<file path="src/sv/atf_pkg.sv">
package atf_pkg;

    localparam int SAMPLE_W   = 13;
    localparam int OFS_W      = 10;
    localparam int CORR_W     = 14;
    localparam int MEAN_W     = 14;
    localparam int SQ_W       = 28;
    localparam int ROOT_W     = 30;
    localparam int REM_W      = 34;
    localparam int SQRT_STEPS = 30;
    localparam int CORD_STEPS = 18;
    localparam int XY_W       = 32;
    localparam int ANG_W      = 25;
    localparam int FRAC_W     = 16;
    localparam int STEP_W     = 5;
    localparam int CODE_W     = 8;
    localparam int NUM_AXES   = 3;

    localparam logic [1:0] REG_X_OFS = 2'd0;
    localparam logic [1:0] REG_Y_OFS = 2'd1;
    localparam logic [1:0] REG_Z_OFS = 2'd2;

    localparam logic signed [OFS_W-1:0] X_OFS_RST = 10'sd10;
    localparam logic signed [OFS_W-1:0] Y_OFS_RST = -10'sd27;
    localparam logic signed [OFS_W-1:0] Z_OFS_RST = 10'sd104;

    localparam logic signed [ANG_W-1:0] T_BIAS   = 25'sd5898240;
    localparam logic [CODE_W-1:0]       CODE_MID = 8'd90;
    localparam logic [CODE_W-1:0]       CODE_MAX = 8'd180;
    localparam logic [CODE_W-1:0]       CODE_MIN = 8'd0;

    typedef struct packed {
        logic load;
        logic sum_en;
        logic div_init;
        logic div_step;
        logic sq_en;
        logic sqrt_init;
        logic sqrt_step;
        logic cord_init;
        logic cord_step;
        logic out_load;
    } atf_cmd_t;

    // atan(2^-i) in degrees, 16 fractional bits
    function automatic logic [ANG_W-1:0] atan_deg(input logic [STEP_W-1:0] i);
        logic [ANG_W-1:0] r;
        unique case (i)
            5'd0:  r = 25'd2949120;
            5'd1:  r = 25'd1740967;
            5'd2:  r = 25'd919879;
            5'd3:  r = 25'd466945;
            5'd4:  r = 25'd234379;
            5'd5:  r = 25'd117304;
            5'd6:  r = 25'd58666;
            5'd7:  r = 25'd29335;
            5'd8:  r = 25'd14668;
            5'd9:  r = 25'd7334;
            5'd10: r = 25'd3667;
            5'd11: r = 25'd1833;
            5'd12: r = 25'd917;
            5'd13: r = 25'd458;
            5'd14: r = 25'd229;
            5'd15: r = 25'd115;
            5'd16: r = 25'd57;
            5'd17: r = 25'd29;
            default: r = '0;
        endcase
        return r;
    endfunction

endpackage

</file>
<file path="src/sv/atf_angle.sv">
module atf_angle import atf_pkg::*; (
    input  logic                     aclk,
    input  atf_cmd_t                 cmd,
    input  logic [STEP_W-1:0]        step,
    input  logic signed [MEAN_W-1:0] num,
    input  logic [SQ_W-1:0]          sq_a,
    input  logic [SQ_W-1:0]          sq_b,
    output logic [CODE_W-1:0]        code
);

    logic [SQ_W-1:0]          rad_reg, rad_next;
    logic                     sq_zero_reg, sq_zero_next;
    logic [REM_W-1:0]         rem_reg, rem_next;
    logic [ROOT_W-1:0]        root_reg, root_next;
    logic signed [XY_W-1:0]   x_reg, x_next;
    logic signed [XY_W-1:0]   y_reg, y_next;
    logic signed [ANG_W-1:0]  z_reg, z_next;

    logic [REM_W-1:0]         rem_sh, trial;
    logic signed [XY_W-1:0]   xs, ys;
    logic [MEAN_W-1:0]        num_mag;
    logic signed [ANG_W-1:0]  t;
    logic [ANG_W-FRAC_W-1:0]  t_int;

    always_comb begin
        rem_sh  = {rem_reg[REM_W-3:0], rad_reg[SQ_W-1:SQ_W-2]};
        trial   = {{(REM_W-ROOT_W-2){1'b0}}, root_reg, 2'b01};
        xs      = x_reg >>> step;
        ys      = y_reg >>> step;
        num_mag = num[MEAN_W-1] ? MEAN_W'(-num) : MEAN_W'(num);

        rad_next     = rad_reg;
        sq_zero_next = sq_zero_reg;
        rem_next     = rem_reg;
        root_next    = root_reg;
        x_next       = x_reg;
        y_next       = y_reg;
        z_next       = z_reg;

        if (cmd.sqrt_init) begin
            rad_next     = sq_a + sq_b;
            sq_zero_next = (sq_a + sq_b) == '0;
            rem_next     = '0;
            root_next    = '0;
        end else if (cmd.sqrt_step) begin
            rad_next = rad_reg << 2;
            if (rem_sh >= trial) begin
                rem_next  = rem_sh - trial;
                root_next = {root_reg[ROOT_W-2:0], 1'b1};
            end else begin
                rem_next  = rem_sh;
                root_next = {root_reg[ROOT_W-2:0], 1'b0};
            end
        end

        if (cmd.cord_init) begin
            x_next = XY_W'(root_reg);
            y_next = XY_W'(num_mag) <<< FRAC_W;
            z_next = '0;
        end else if (cmd.cord_step) begin
            if (y_reg > 0) begin
                x_next = x_reg + ys;
                y_next = y_reg - xs;
                z_next = z_reg + $signed(atan_deg(step));
            end else begin
                x_next = x_reg - ys;
                y_next = y_reg + xs;
                z_next = z_reg - $signed(atan_deg(step));
            end
        end
    end

    always_ff @(posedge aclk) begin
        rad_reg     <= rad_next;
        sq_zero_reg <= sq_zero_next;
        rem_reg     <= rem_next;
        root_reg    <= root_next;
        x_reg       <= x_next;
        y_reg       <= y_next;
        z_reg       <= z_next;
    end

    always_comb begin
        t     = (num > 0) ? (T_BIAS + z_reg) : (T_BIAS - z_reg);
        t_int = t[ANG_W-1:FRAC_W];
        priority if (num == '0) begin
            code = CODE_MID;
        end else if (sq_zero_reg) begin
            code = (num > 0) ? CODE_MAX : CODE_MIN;
        end else if (t[ANG_W-1]) begin
            code = CODE_MIN;
        end else if (t_int > (ANG_W-FRAC_W)'(CODE_MAX)) begin
            code = CODE_MAX;
        end else begin
            code = t_int[CODE_W-1:0];
        end
    end

endmodule

</file>
<file path="src/sv/atf_datapath.sv">
module atf_datapath import atf_pkg::*; #(
    parameter int WINDOW_DEPTH = 4
) (
    input  logic                                   aclk,
    input  logic                                   aresetn,
    input  atf_cmd_t                               cmd,
    input  logic [((WINDOW_DEPTH > 1) ? $clog2(WINDOW_DEPTH) : 1)-1:0] wr_slot,
    input  logic [((WINDOW_DEPTH > 1) ? $clog2(WINDOW_DEPTH) : 1)-1:0] rd_idx,
    input  logic [$clog2(WINDOW_DEPTH+1)-1:0]      fill,
    input  logic [STEP_W-1:0]                      step,
    input  logic signed [SAMPLE_W-1:0]             s_accel_x,
    input  logic signed [SAMPLE_W-1:0]             s_accel_y,
    input  logic signed [SAMPLE_W-1:0]             s_accel_z,
    input  logic                                   cfg_we,
    input  logic [1:0]                             cfg_index,
    input  logic [OFS_W-1:0]                       cfg_data,
    output logic [CODE_W-1:0]                      m_alpha_code,
    output logic [CODE_W-1:0]                      m_beta_code
);

    localparam int CNT_W = $clog2(WINDOW_DEPTH+1);
    localparam int SUM_W = CORR_W + CNT_W;
    localparam int DV_W  = CNT_W + 1 + SUM_W;

    logic signed [OFS_W-1:0]  ofs_reg [NUM_AXES];
    logic signed [CORR_W-1:0] hist_mem [NUM_AXES][WINDOW_DEPTH];
    logic signed [SUM_W-1:0]  sum_reg [NUM_AXES];
    logic [DV_W-1:0]          dv_reg [NUM_AXES];
    logic [DV_W-1:0]          dv_next [NUM_AXES];
    logic                     neg_reg [NUM_AXES];
    logic signed [MEAN_W-1:0] mean_reg [NUM_AXES];
    logic [SQ_W-1:0]          sq_reg [NUM_AXES];
    logic [CODE_W-1:0]        alpha_reg, beta_reg;
    logic [CODE_W-1:0]        alpha_code, beta_code;

    logic signed [SAMPLE_W-1:0] sample [NUM_AXES];
    logic signed [CORR_W-1:0]   corr [NUM_AXES];
    logic signed [MEAN_W-1:0]   mean [NUM_AXES];
    logic signed [SQ_W-1:0]     prod [NUM_AXES];
    logic [DV_W-1:0]            dv_sh;
    logic [CNT_W:0]             rem_hi;
    logic [SUM_W-1:0]           quo;

    assign sample[0] = s_accel_x;
    assign sample[1] = s_accel_y;
    assign sample[2] = s_accel_z;

    always_ff @(posedge aclk) begin
        if (!aresetn) begin
            ofs_reg[0] <= X_OFS_RST;
            ofs_reg[1] <= Y_OFS_RST;
            ofs_reg[2] <= Z_OFS_RST;
        end else if (cfg_we) begin
            unique case (cfg_index)
                REG_X_OFS: ofs_reg[0] <= cfg_data;
                REG_Y_OFS: ofs_reg[1] <= cfg_data;
                REG_Z_OFS: ofs_reg[2] <= cfg_data;
                default: ;
            endcase
        end
    end

    always_comb begin
        for (int a = 0; a < NUM_AXES; a++) begin
            corr[a] = {{(CORR_W-SAMPLE_W){sample[a][SAMPLE_W-1]}}, sample[a]}
                    + {{(CORR_W-OFS_W){ofs_reg[a][OFS_W-1]}}, ofs_reg[a]};
        end
    end

    // one restoring division step per cycle on the magnitude
    always_comb begin
        dv_sh  = '0;
        rem_hi = '0;
        quo    = '0;
        for (int a = 0; a < NUM_AXES; a++) begin
            dv_next[a] = dv_reg[a];
            if (cmd.div_init) begin
                dv_next[a] = {{(CNT_W+1){1'b0}},
                              sum_reg[a][SUM_W-1] ? SUM_W'(-sum_reg[a]) : SUM_W'(sum_reg[a])};
            end else if (cmd.div_step) begin
                dv_sh  = dv_reg[a] << 1;
                rem_hi = dv_sh[DV_W-1:SUM_W];
                if (rem_hi >= {1'b0, fill}) begin
                    dv_next[a] = {rem_hi - {1'b0, fill}, dv_sh[SUM_W-1:1], 1'b1};
                end else begin
                    dv_next[a] = dv_sh;
                end
            end
            quo     = dv_reg[a][SUM_W-1:0];
            mean[a] = neg_reg[a] ? -$signed(quo[MEAN_W-1:0]) : $signed(quo[MEAN_W-1:0]);
            prod[a] = mean[a] * mean[a];
        end
    end

    always_ff @(posedge aclk) begin
        for (int a = 0; a < NUM_AXES; a++) begin
            if (cmd.load) begin
                hist_mem[a][wr_slot] <= corr[a];
                sum_reg[a]           <= '0;
            end else if (cmd.sum_en) begin
                sum_reg[a] <= sum_reg[a]
                            + {{(SUM_W-CORR_W){hist_mem[a][rd_idx][CORR_W-1]}},
                               hist_mem[a][rd_idx]};
            end
            if (cmd.div_init) begin
                neg_reg[a] <= sum_reg[a][SUM_W-1];
            end
            dv_reg[a] <= dv_next[a];
            if (cmd.sq_en) begin
                mean_reg[a] <= mean[a];
                sq_reg[a]   <= $unsigned(prod[a]);
            end
        end
        if (cmd.out_load) begin
            alpha_reg <= alpha_code;
            beta_reg  <= beta_code;
        end
    end

    atf_angle u_alpha (
        .aclk (aclk),
        .cmd  (cmd),
        .step (step),
        .num  (mean_reg[0]),
        .sq_a (sq_reg[1]),
        .sq_b (sq_reg[2]),
        .code (alpha_code)
    );

    atf_angle u_beta (
        .aclk (aclk),
        .cmd  (cmd),
        .step (step),
        .num  (mean_reg[1]),
        .sq_a (sq_reg[0]),
        .sq_b (sq_reg[2]),
        .code (beta_code)
    );

    assign m_alpha_code = alpha_reg;
    assign m_beta_code  = beta_reg;

endmodule

</file>
<file path="src/sv/atf_ctrl.sv">
module atf_ctrl import atf_pkg::*; #(
    parameter int WINDOW_DEPTH = 4
) (
    input  logic                                   aclk,
    input  logic                                   aresetn,
    input  logic                                   s_valid,
    output logic                                   s_ready,
    output logic                                   m_valid,
    input  logic                                   m_ready,
    output atf_cmd_t                               cmd,
    output logic [((WINDOW_DEPTH > 1) ? $clog2(WINDOW_DEPTH) : 1)-1:0] wr_slot,
    output logic [((WINDOW_DEPTH > 1) ? $clog2(WINDOW_DEPTH) : 1)-1:0] rd_idx,
    output logic [$clog2(WINDOW_DEPTH+1)-1:0]      fill,
    output logic [STEP_W-1:0]                      step
);

    localparam int IDX_W = (WINDOW_DEPTH > 1) ? $clog2(WINDOW_DEPTH) : 1;
    localparam int CNT_W = $clog2(WINDOW_DEPTH+1);
    localparam int SUM_W = CORR_W + CNT_W;

    typedef enum logic [9:0] {
        ST_IDLE  = 10'b0000000001,
        ST_SUM   = 10'b0000000010,
        ST_DINIT = 10'b0000000100,
        ST_DIV   = 10'b0000001000,
        ST_SQR   = 10'b0000010000,
        ST_SINIT = 10'b0000100000,
        ST_SQRT  = 10'b0001000000,
        ST_CINIT = 10'b0010000000,
        ST_CORD  = 10'b0100000000,
        ST_FIN   = 10'b1000000000
    } state_t;

    state_t              state_reg, state_next;
    logic [STEP_W-1:0]   cnt_reg, cnt_next;
    logic [IDX_W-1:0]    slot_reg, slot_next;
    logic [CNT_W-1:0]    fill_reg, fill_next;
    logic                m_valid_reg, m_valid_next;
    logic                accept;

    assign accept = s_valid && (state_reg == ST_IDLE);

    always_comb begin
        state_next   = state_reg;
        cnt_next     = cnt_reg + 1'b1;
        slot_next    = slot_reg;
        fill_next    = fill_reg;
        m_valid_next = m_valid_reg && !m_ready;
        cmd          = '0;

        unique case (state_reg)
            ST_IDLE: begin
                cnt_next = '0;
                if (accept) begin
                    cmd.load   = 1'b1;
                    state_next = ST_SUM;
                    slot_next  = (slot_reg == IDX_W'(WINDOW_DEPTH-1)) ? '0 : slot_reg + 1'b1;
                    if (fill_reg != CNT_W'(WINDOW_DEPTH)) begin
                        fill_next = fill_reg + 1'b1;
                    end
                end
            end
            ST_SUM: begin
                cmd.sum_en = 1'b1;
                if (cnt_reg == STEP_W'(fill_reg - 1'b1)) begin
                    state_next = ST_DINIT;
                end
            end
            ST_DINIT: begin
                cmd.div_init = 1'b1;
                cnt_next     = '0;
                state_next   = ST_DIV;
            end
            ST_DIV: begin
                cmd.div_step = 1'b1;
                if (cnt_reg == STEP_W'(SUM_W-1)) begin
                    state_next = ST_SQR;
                end
            end
            ST_SQR: begin
                cmd.sq_en  = 1'b1;
                state_next = ST_SINIT;
            end
            ST_SINIT: begin
                cmd.sqrt_init = 1'b1;
                cnt_next      = '0;
                state_next    = ST_SQRT;
            end
            ST_SQRT: begin
                cmd.sqrt_step = 1'b1;
                if (cnt_reg == STEP_W'(SQRT_STEPS-1)) begin
                    state_next = ST_CINIT;
                end
            end
            ST_CINIT: begin
                cmd.cord_init = 1'b1;
                cnt_next      = '0;
                state_next    = ST_CORD;
            end
            ST_CORD: begin
                cmd.cord_step = 1'b1;
                if (cnt_reg == STEP_W'(CORD_STEPS-1)) begin
                    state_next = ST_FIN;
                end
            end
            ST_FIN: begin
                if (!m_valid_reg || m_ready) begin
                    cmd.out_load = 1'b1;
                    m_valid_next = 1'b1;
                    state_next   = ST_IDLE;
                end
            end
            default: state_next = ST_IDLE;
        endcase
    end

    always_ff @(posedge aclk) begin
        if (!aresetn) begin
            state_reg   <= ST_IDLE;
            cnt_reg     <= '0;
            slot_reg    <= '0;
            fill_reg    <= '0;
            m_valid_reg <= 1'b0;
        end else begin
            state_reg   <= state_next;
            cnt_reg     <= cnt_next;
            slot_reg    <= slot_next;
            fill_reg    <= fill_next;
            m_valid_reg <= m_valid_next;
        end
    end

    assign s_ready = (state_reg == ST_IDLE);
    assign m_valid = m_valid_reg;
    assign wr_slot = slot_reg;
    assign rd_idx  = cnt_reg[IDX_W-1:0];
    assign fill    = fill_reg;
    assign step    = cnt_reg;

endmodule

</file>
<file path="src/sv/accel_tilt_angle_filter.sv">
// Tilt-angle filter: each accepted transaction carries one x/y/z sample in
// milli-g; a calibration offset is added per axis, the result enters a
// WINDOW_DEPTH-deep history, and the truncated mean over the filled entries
// feeds two tilt angles (atan2 via a 30-step square root and an 18-step
// CORDIC), returned as degree codes 0..180 with 90 meaning level. Items are
// processed one at a time; the time from acceptance to the result register is
// set by the serial window sum over the filled entries, the bit-serial
// divider, the square root and the CORDIC. The next sample can be accepted
// once the result is loaded, while the result waits in its output register.
// Offsets are written through cfg_we/cfg_index/cfg_data (0: x, 1: y, 2: z);
// the user must write them only while the block is idle, which the block
// itself does not enforce.
module accel_tilt_angle_filter import atf_pkg::*; #(
    parameter int WINDOW_DEPTH = 4
) (
    input  logic                       aclk,
    input  logic                       aresetn,
    input  logic                       s_valid,
    output logic                       s_ready,
    input  logic signed [SAMPLE_W-1:0] s_accel_x,
    input  logic signed [SAMPLE_W-1:0] s_accel_y,
    input  logic signed [SAMPLE_W-1:0] s_accel_z,
    output logic                       m_valid,
    input  logic                       m_ready,
    output logic [CODE_W-1:0]          m_alpha_code,
    output logic [CODE_W-1:0]          m_beta_code,
    input  logic                       cfg_we,
    input  logic [1:0]                 cfg_index,
    input  logic [OFS_W-1:0]           cfg_data
);

    localparam int IDX_W = (WINDOW_DEPTH > 1) ? $clog2(WINDOW_DEPTH) : 1;
    localparam int CNT_W = $clog2(WINDOW_DEPTH+1);

    atf_cmd_t           cmd;
    logic [IDX_W-1:0]   wr_slot, rd_idx;
    logic [CNT_W-1:0]   fill;
    logic [STEP_W-1:0]  step;

    atf_ctrl #(
        .WINDOW_DEPTH (WINDOW_DEPTH)
    ) u_ctrl (
        .aclk    (aclk),
        .aresetn (aresetn),
        .s_valid (s_valid),
        .s_ready (s_ready),
        .m_valid (m_valid),
        .m_ready (m_ready),
        .cmd     (cmd),
        .wr_slot (wr_slot),
        .rd_idx  (rd_idx),
        .fill    (fill),
        .step    (step)
    );

    atf_datapath #(
        .WINDOW_DEPTH (WINDOW_DEPTH)
    ) u_datapath (
        .aclk         (aclk),
        .aresetn      (aresetn),
        .cmd          (cmd),
        .wr_slot      (wr_slot),
        .rd_idx       (rd_idx),
        .fill         (fill),
        .step         (step),
        .s_accel_x    (s_accel_x),
        .s_accel_y    (s_accel_y),
        .s_accel_z    (s_accel_z),
        .cfg_we       (cfg_we),
        .cfg_index    (cfg_index),
        .cfg_data     (cfg_data),
        .m_alpha_code (m_alpha_code),
        .m_beta_code  (m_beta_code)
    );

endmodule
</file>
<file path="config.mk">
export PLATFORM = sky130hd
export DESIGN_NAME = accel_tilt_angle_filter
export DESIGN_NICKNAME = d
export VERILOG_FILES = /design/src/sv/atf_pkg.sv /design/src/sv/atf_angle.sv /design/src/sv/atf_datapath.sv /design/src/sv/atf_ctrl.sv /design/src/sv/accel_tilt_angle_filter.sv
export SDC_FILE = /design/constraint.sdc
export NUM_CORES = 2
export LEC_CHECK = 0
export BUFFER_PORTS_ARGS = -buffer_cell sky130_fd_sc_hd__buf_2
export CORE_MARGIN = 2
export CORE_UTILIZATION = 38
export DETAILED_ROUTE_END_ITERATION = 8
export MAX_ROUTING_LAYER = met4
export PLACE_DENSITY = 0.63
export SLEW_MARGIN = 30
export SYNTH_ARGS = -nofsm -noshare
export SYNTH_HDL_FRONTEND = slang
export SYNTH_SLANG_ARGS = --single-unit
</file>
<file path="constraint.sdc">
create_clock -name aclk -period 17.5 [get_ports aclk]
set_input_delay 0.875 -clock aclk [delete_from_list [all_inputs] [get_ports aclk]]
set_output_delay 0.875 -clock aclk [all_outputs]
set_load 0.005 [all_outputs]
</file>
After elaboration in Yosys (flattened, before gate mapping):

Memory sizes are Yosys's and may differ from the RTL's. A register that Yosys moved wholly into a read port is not among the register bits.
Cells that the tools add are included.

* register bits after elaboration: 397
* bits in latches: 0
* memory bits (writable): 441
* bits in read-only memories: 2816
* logic and storage cells: 275
* memories kept: 11

* add/sub/neg operators: 41
* $mul: 3
* div/mod/pow operators: 0
* magnitude comparators: 14
* equality and inequality tests: 24
* shift operators: 4
* multiplexer cells: 127
* bitwise operators: 9
* reductions and logical operators: 17

Memory list
* (name not given): words 32, bits a word 22, read ports 1, clocked after memory_dff 1, wr ports 0, RTL line atf_pkg.sv:48 `unique case (i)`
* (name not given): words 32, bits a word 22, read ports 1, clocked after memory_dff 1, wr ports 0, RTL line atf_pkg.sv:48
* (name not given): words 32, bits a word 22, read ports 1, clocked after memory_dff 1, wr ports 0, RTL line atf_pkg.sv:48
* (name not given): words 32, bits a word 22, read ports 1, clocked after memory_dff 1, wr ports 0, RTL line atf_pkg.sv:48
* u_datapath.hist_mem: words 3, bits a word 56, read ports 3, clocked after memory_dff 0, wr ports 3, RTL line atf_datapath.sv:26 `logic signed [CORR_W-1:0] hist_mem [NUM_AXES][WINDOW_DEPTH];`
* u_datapath.sq_reg: words 3, bits a word 28, read ports 3, clocked after memory_dff 0, wr ports 3, RTL line atf_datapath.sv:32 `logic [SQ_W-1:0] sq_reg [NUM_AXES];`
* +5 memories

Operator list (number)
* $mux W25: 16
* $mux W30: 8
* $mux W32: 6
* $sub A32 B32 Y32: 6
* $mux W21: 9
* $mux W14: 12
* $add A32 B32 Y32: 4
* $sshr A32 B5 Y32: 4
* $mux W28: 4
* $mux W17: 6
* $pmux W10 S10: 1
* $mux W10: 9
* $bmux W14 S2: 3
* $mul A14 B14 Y28: 3
* $neg A14 Y14: 5
* $ge A34 B32 Y1: 2
* $gt A32 B1 Y1 const B: 2
* $mux W8: 8
* $add A28 B28 Y28: 2
* $logic_not A28 Y1: 2
* $mux W56: 1
* $add A17 B17 Y17: 3
* $neg A17 Y17: 3
* $add A24 B25 Y25 const A: 2
* 47 further kinds: 118

Depth between registers and ports, before layout:

* word-level depth: 7
* mapped depth: 34
* gate-level depth less buffers: 32

Modules after synthesis:

Synthesis repeated with hierarchy kept, for this count alone.

* cells, all modules: 9102
* area, all modules: 85624.6 um2

By module, submodules not included
* atf_angle: instances 2, cells each 2608, area an instance 21839.7 um2
* atf_datapath: instances 1, cells each 3746, area an instance 40687.8 um2
* atf_ctrl: instances 1, cells each 140, area an instance 1257.5 um2

Worst setup path after synthesis:

OpenSTA, ideal clock, no wires.

* path type: flip-flop to flip-flop
* start: mem u_datapath.dv_reg[0][0] (netlist bit)
* end: mem u_datapath.sq_reg[0][27] (data pin)
* arrival: 8147 ps
* setup slack: 9093 ps
* cell stages (with the launch flop): 31
* cells stage by stage: edfxtp_1 > inv_1 > clkbuf_1 > ha_1 > nand2b_1 > or4_1 > o31ai_1 > xor2_1 > inv_1 > nand2_1 > fa_1 > fa_1 > inv_1 > fa_1 > fa_1 > fa_1 > inv_1 > fa_1 > inv_1 > ha_1 > a21o_1 > a21oi_1 > o21bai_1 > a21o_1 > a21o_1 > a2111oi_0 > o31ai_1 > o41ai_1 > o2111ai_1 > a21oi_1 > xnor2_1

RTL lines
* start, declared: RTL line atf_datapath.sv:28 `logic [DV_W-1:0] dv_reg [NUM_AXES];`
* end, declared: RTL line atf_datapath.sv:32

==> flow_metrics.tcl <==
set metrics [dict create \
    vias 65300 \
    gp_congestion 0.989 \
    finalClockSkew_ps 86.7 \
    synthArstFlopShare_pct 0 \
    start_util_pct 38.1 \
    path_max_fanout 14 \
    remaining_drc_errors 0 \
    grt_overflow 0 \
    r2r_end "u_datapath.sq_reg[0][27]$_DFFE_PP_" \
    ys_seq_area_share_pct 27.6 \
    power_density_nw_per_um2 100 \
    syn_area_um2 81600 \
    synth_area_leader_cell "edfxtp_1" \
    fin_crit_ps 10230 \
    regArea_um2 22500 \
    status "completed" \
    endpoint_kind "flip-flop" \
    post_cts_buffers 0 \
    grt_pass1_vias 63600 \
    slew_headroom_pct 18.6 \
    yosys_warnings 0 \
    post-route-util_pct 41.3 \
    wl_per_cell_um 20.5 \
    cp_slowest_cell "a2111oi_0" \
    first_pass_iters 7 \
    hp-start "cfg_data[2]" \
    routed_wl_mm 237 \
    finalHoldViolCount 0 \
    grt_antenna_before_repair 9 \
    worstSetupPathType "reg -> reg" \
    nets 9857 \
    synth_edf_count 572 \
    dieArea_um2 218000 \
    swShare_pct 39.2 \
    synth_top_cell_area_share_pct 21.0 \
    r2r_start "u_datapath.dv_reg[0][0]$_DFFE_PP_" \
    max_cap_violations 0 \
    first_iter_violations 5935 \
    worst_path_most_repeated_cell "fa_1" \
    min_to "u_datapath.ofs_reg[0][12]$_SDFFCE_PP1P_" \
    fill_cells 21100 \
    grt_pass1_wl_mm 365 \
    root_buffer "clkbuf_16" \
    grt_max_degree 165 \
    rows 170 \
    p_comb_share_pct 46.7 \
    cts-buffers-inserted 100 \
    final.setup.tns_ps 0 \
    clkPwrFrac_pct 25.2 \
    intPower_w 0.00539 \
    reg2reg_depth 29 \
    p_sw_w 0.00348 \
    die_height_um 467 \
    synthCells 8716 \
    slowest_delay_ps 820 \
    fmax_ghz 0.0977 \
    ir_worst_vdd_mv 0.104 \
    cts_tree "built" \
    die_w_um 467 \
    final_max_slew_viol_count 0 \
    multi_input_area_um2 54000 \
    clk_path_buf_depth 3 \
    syn2layout_area_growth_pct 8.39 \
    synth_seq_cells 838 \
    dp_hpwl_mm 179 \
    cts.clk_slew.worst_paths_ps 60 \
    cp_data_arrival_time_ps 10700 \
    cp-start-kind "flip-flop" \
    ys.flop_type "edfxtp_1" \
    synth_cell_types 99 \
    synth_top_cells_by_area "edfxtp_1 (21%), fa_1 (13%), ha_1 (9.5%)" \
    tightestPinTransition_ps 1220 \
    period_share_pct 58.5 \
    drive_gt1_share_pct 7.60 \
    largest_reg_flops 168 \
    finalSetupViolations 0 \
    ios 74 \
    io_buffers 73 \
    r2r_slack_ps 7270 \
    rsz0062_at_grt "no" \
    core_um2 214000 \
    track_usage_pct 21.8 \
    cts_hold_buf 0 \
    htree_levels 3 \
    viasPerCell 5.65 \
    worstPathRequired_ps 17970 \
    leakagePower_nw 37.0 \
    ant_nets 0 \
    insertion_delay_ps 800 \
    sequentialPowerShare_pct 28.1 \
    postSynthAreaPerCell_um2 9.36 \
    holdPathStages 2 \
    post_cts_resized 0 \
    cts_sinks 838 \
    hold-worst-slack_ps 342 \
    hold_class "in -> reg" \
]
worst max-delay path by stage:
stage,from,to,slack (ps),cells past startpoint
2_1_floorplan,u_datapath.dv_reg[0][0]$_DFFE_PP_,u_datapath.sq_reg[0][27]$_DFFE_PP_,9090,30
3_3_place_gp,u_datapath.dv_reg[0][0]$_DFFE_PP_,u_datapath.sq_reg[0][27]$_DFFE_PP_,7400,29
3_5_place_dp,u_datapath.dv_reg[0][0]$_DFFE_PP_,u_datapath.sq_reg[0][27]$_DFFE_PP_,7260,29
4_1_cts,u_datapath.dv_reg[0][0]$_DFFE_PP_,u_datapath.sq_reg[0][27]$_DFFE_PP_,7200,29
5_1_grt,u_datapath.dv_reg[0][0]$_DFFE_PP_,u_datapath.sq_reg[0][27]$_DFFE_PP_,6840,29
6_report,u_datapath.dv_reg[0][0]$_DFFE_PP_,u_datapath.sq_reg[0][27]$_DFFE_PP_,7270,29
power groups by stage:
stage          Sequential [W]  Combinational [W]  Clock (W)
5_1_grt               0.00250            0.00463    0.00236
6_report              0.00249            0.00414    0.00224
2_1_floorplan         0.00246            0.00317          0
4_1_cts               0.00249            0.00415    0.00229
3_5_place_dp          0.00253            0.00411          0
3_3_place_gp          0.00252            0.00401          0
cells by family after synthesis:
| kind of cell | synth area share, % |
|---|---|
| adder cells (fa/ha/maj) | 22.6 |
| multiplexers | 7.92 |
| buffers and inverters | 6.33 |
| other | 0.00460 |
| XOR/XNOR | 7.21 |
| AND/OR/NAND/NOR | 13.4 |
| flip-flops | 27.6 |
| AO/OA/AOI/OAI | 15.0 |
synth_stat cells (221+ instances only):
cell type / count
a21oi_1: 476
clkbuf_1: 221
dfxtp_1: 266
edfxtp_1: 572
fa_1: 534
ha_1: 618
inv_1: 963
nand2_1: 854
nand3_1: 243
nor2_1: 614
o21ai_0: 611
xnor2_1: 362
xor2_1: 310
final cells by class:
class / count / share of cell area [%]
Antenna cell: 2 / 0.00566
Timing Repair Buffer: 164 / 1.29
Multi-Input combinational cell: 6564 / 61.1
Clock inverter: 72 / 1.09
Tap cell: 2838 / 4.01
Clock buffer: 114 / 2.89
Inverter: 981 / 4.17
Sequential cell: 838 / 25.5
metrics by stage:
stage | total power, W | worst slack [ps] | instances | cell area [um^2]
after global placement | 0.00654 | 7400 | 11400 | 84900
final | 0.00887 | 7270 | 11600 | 88500
after detailed placement | 0.00664 | 7260 | 11400 | 84900
after global routing | 0.00949 | 6840 | 11600 | 88500
after CTS | 0.00892 | 7200 | 11600 | 88400
after floorplan | 0.00563 | 9090 | 8717 | 81600
layout by cell type, fill, tap and decap left out, types with 85 or more instances in the layout:
master,instances
inv_1,959
a21o_1,187
edfxtp_1,572
mux4_2,187
a31oi_1,86
clkbuf_16,100
fa_1,534
nor2_1,610
dfxtp_1,261
nor3_1,127
o21ai_0,609
xor2_1,309
nand3_1,243
nand2b_1,85
mux2i_1,148
ha_1,618
a21oi_1,474
xnor2_1,360
nand2_1,852
critical path: cells and delay by family (launching register included):
kind | cells | cell delay (ps)
compound gates | 11 | 3190
xor+xnor | 2 | 840
fa+ha+maj | 8 | 3510
buf+inv | 5 | 1070
flops | 1 | 530
simple gates | 3 | 790
routing by layer:
layer / part of all wire [%] / global-route usage (%) / wire length [um]
met5: 0 / - / 0
met4: 3.4 / 7.10 / 8070
met3: 6.1 / 2.37 / 14400
met2: 46 / 34.5 / 110000
met1: 44 / 29.1 / 104000
(Power assumes the default switching activity.)
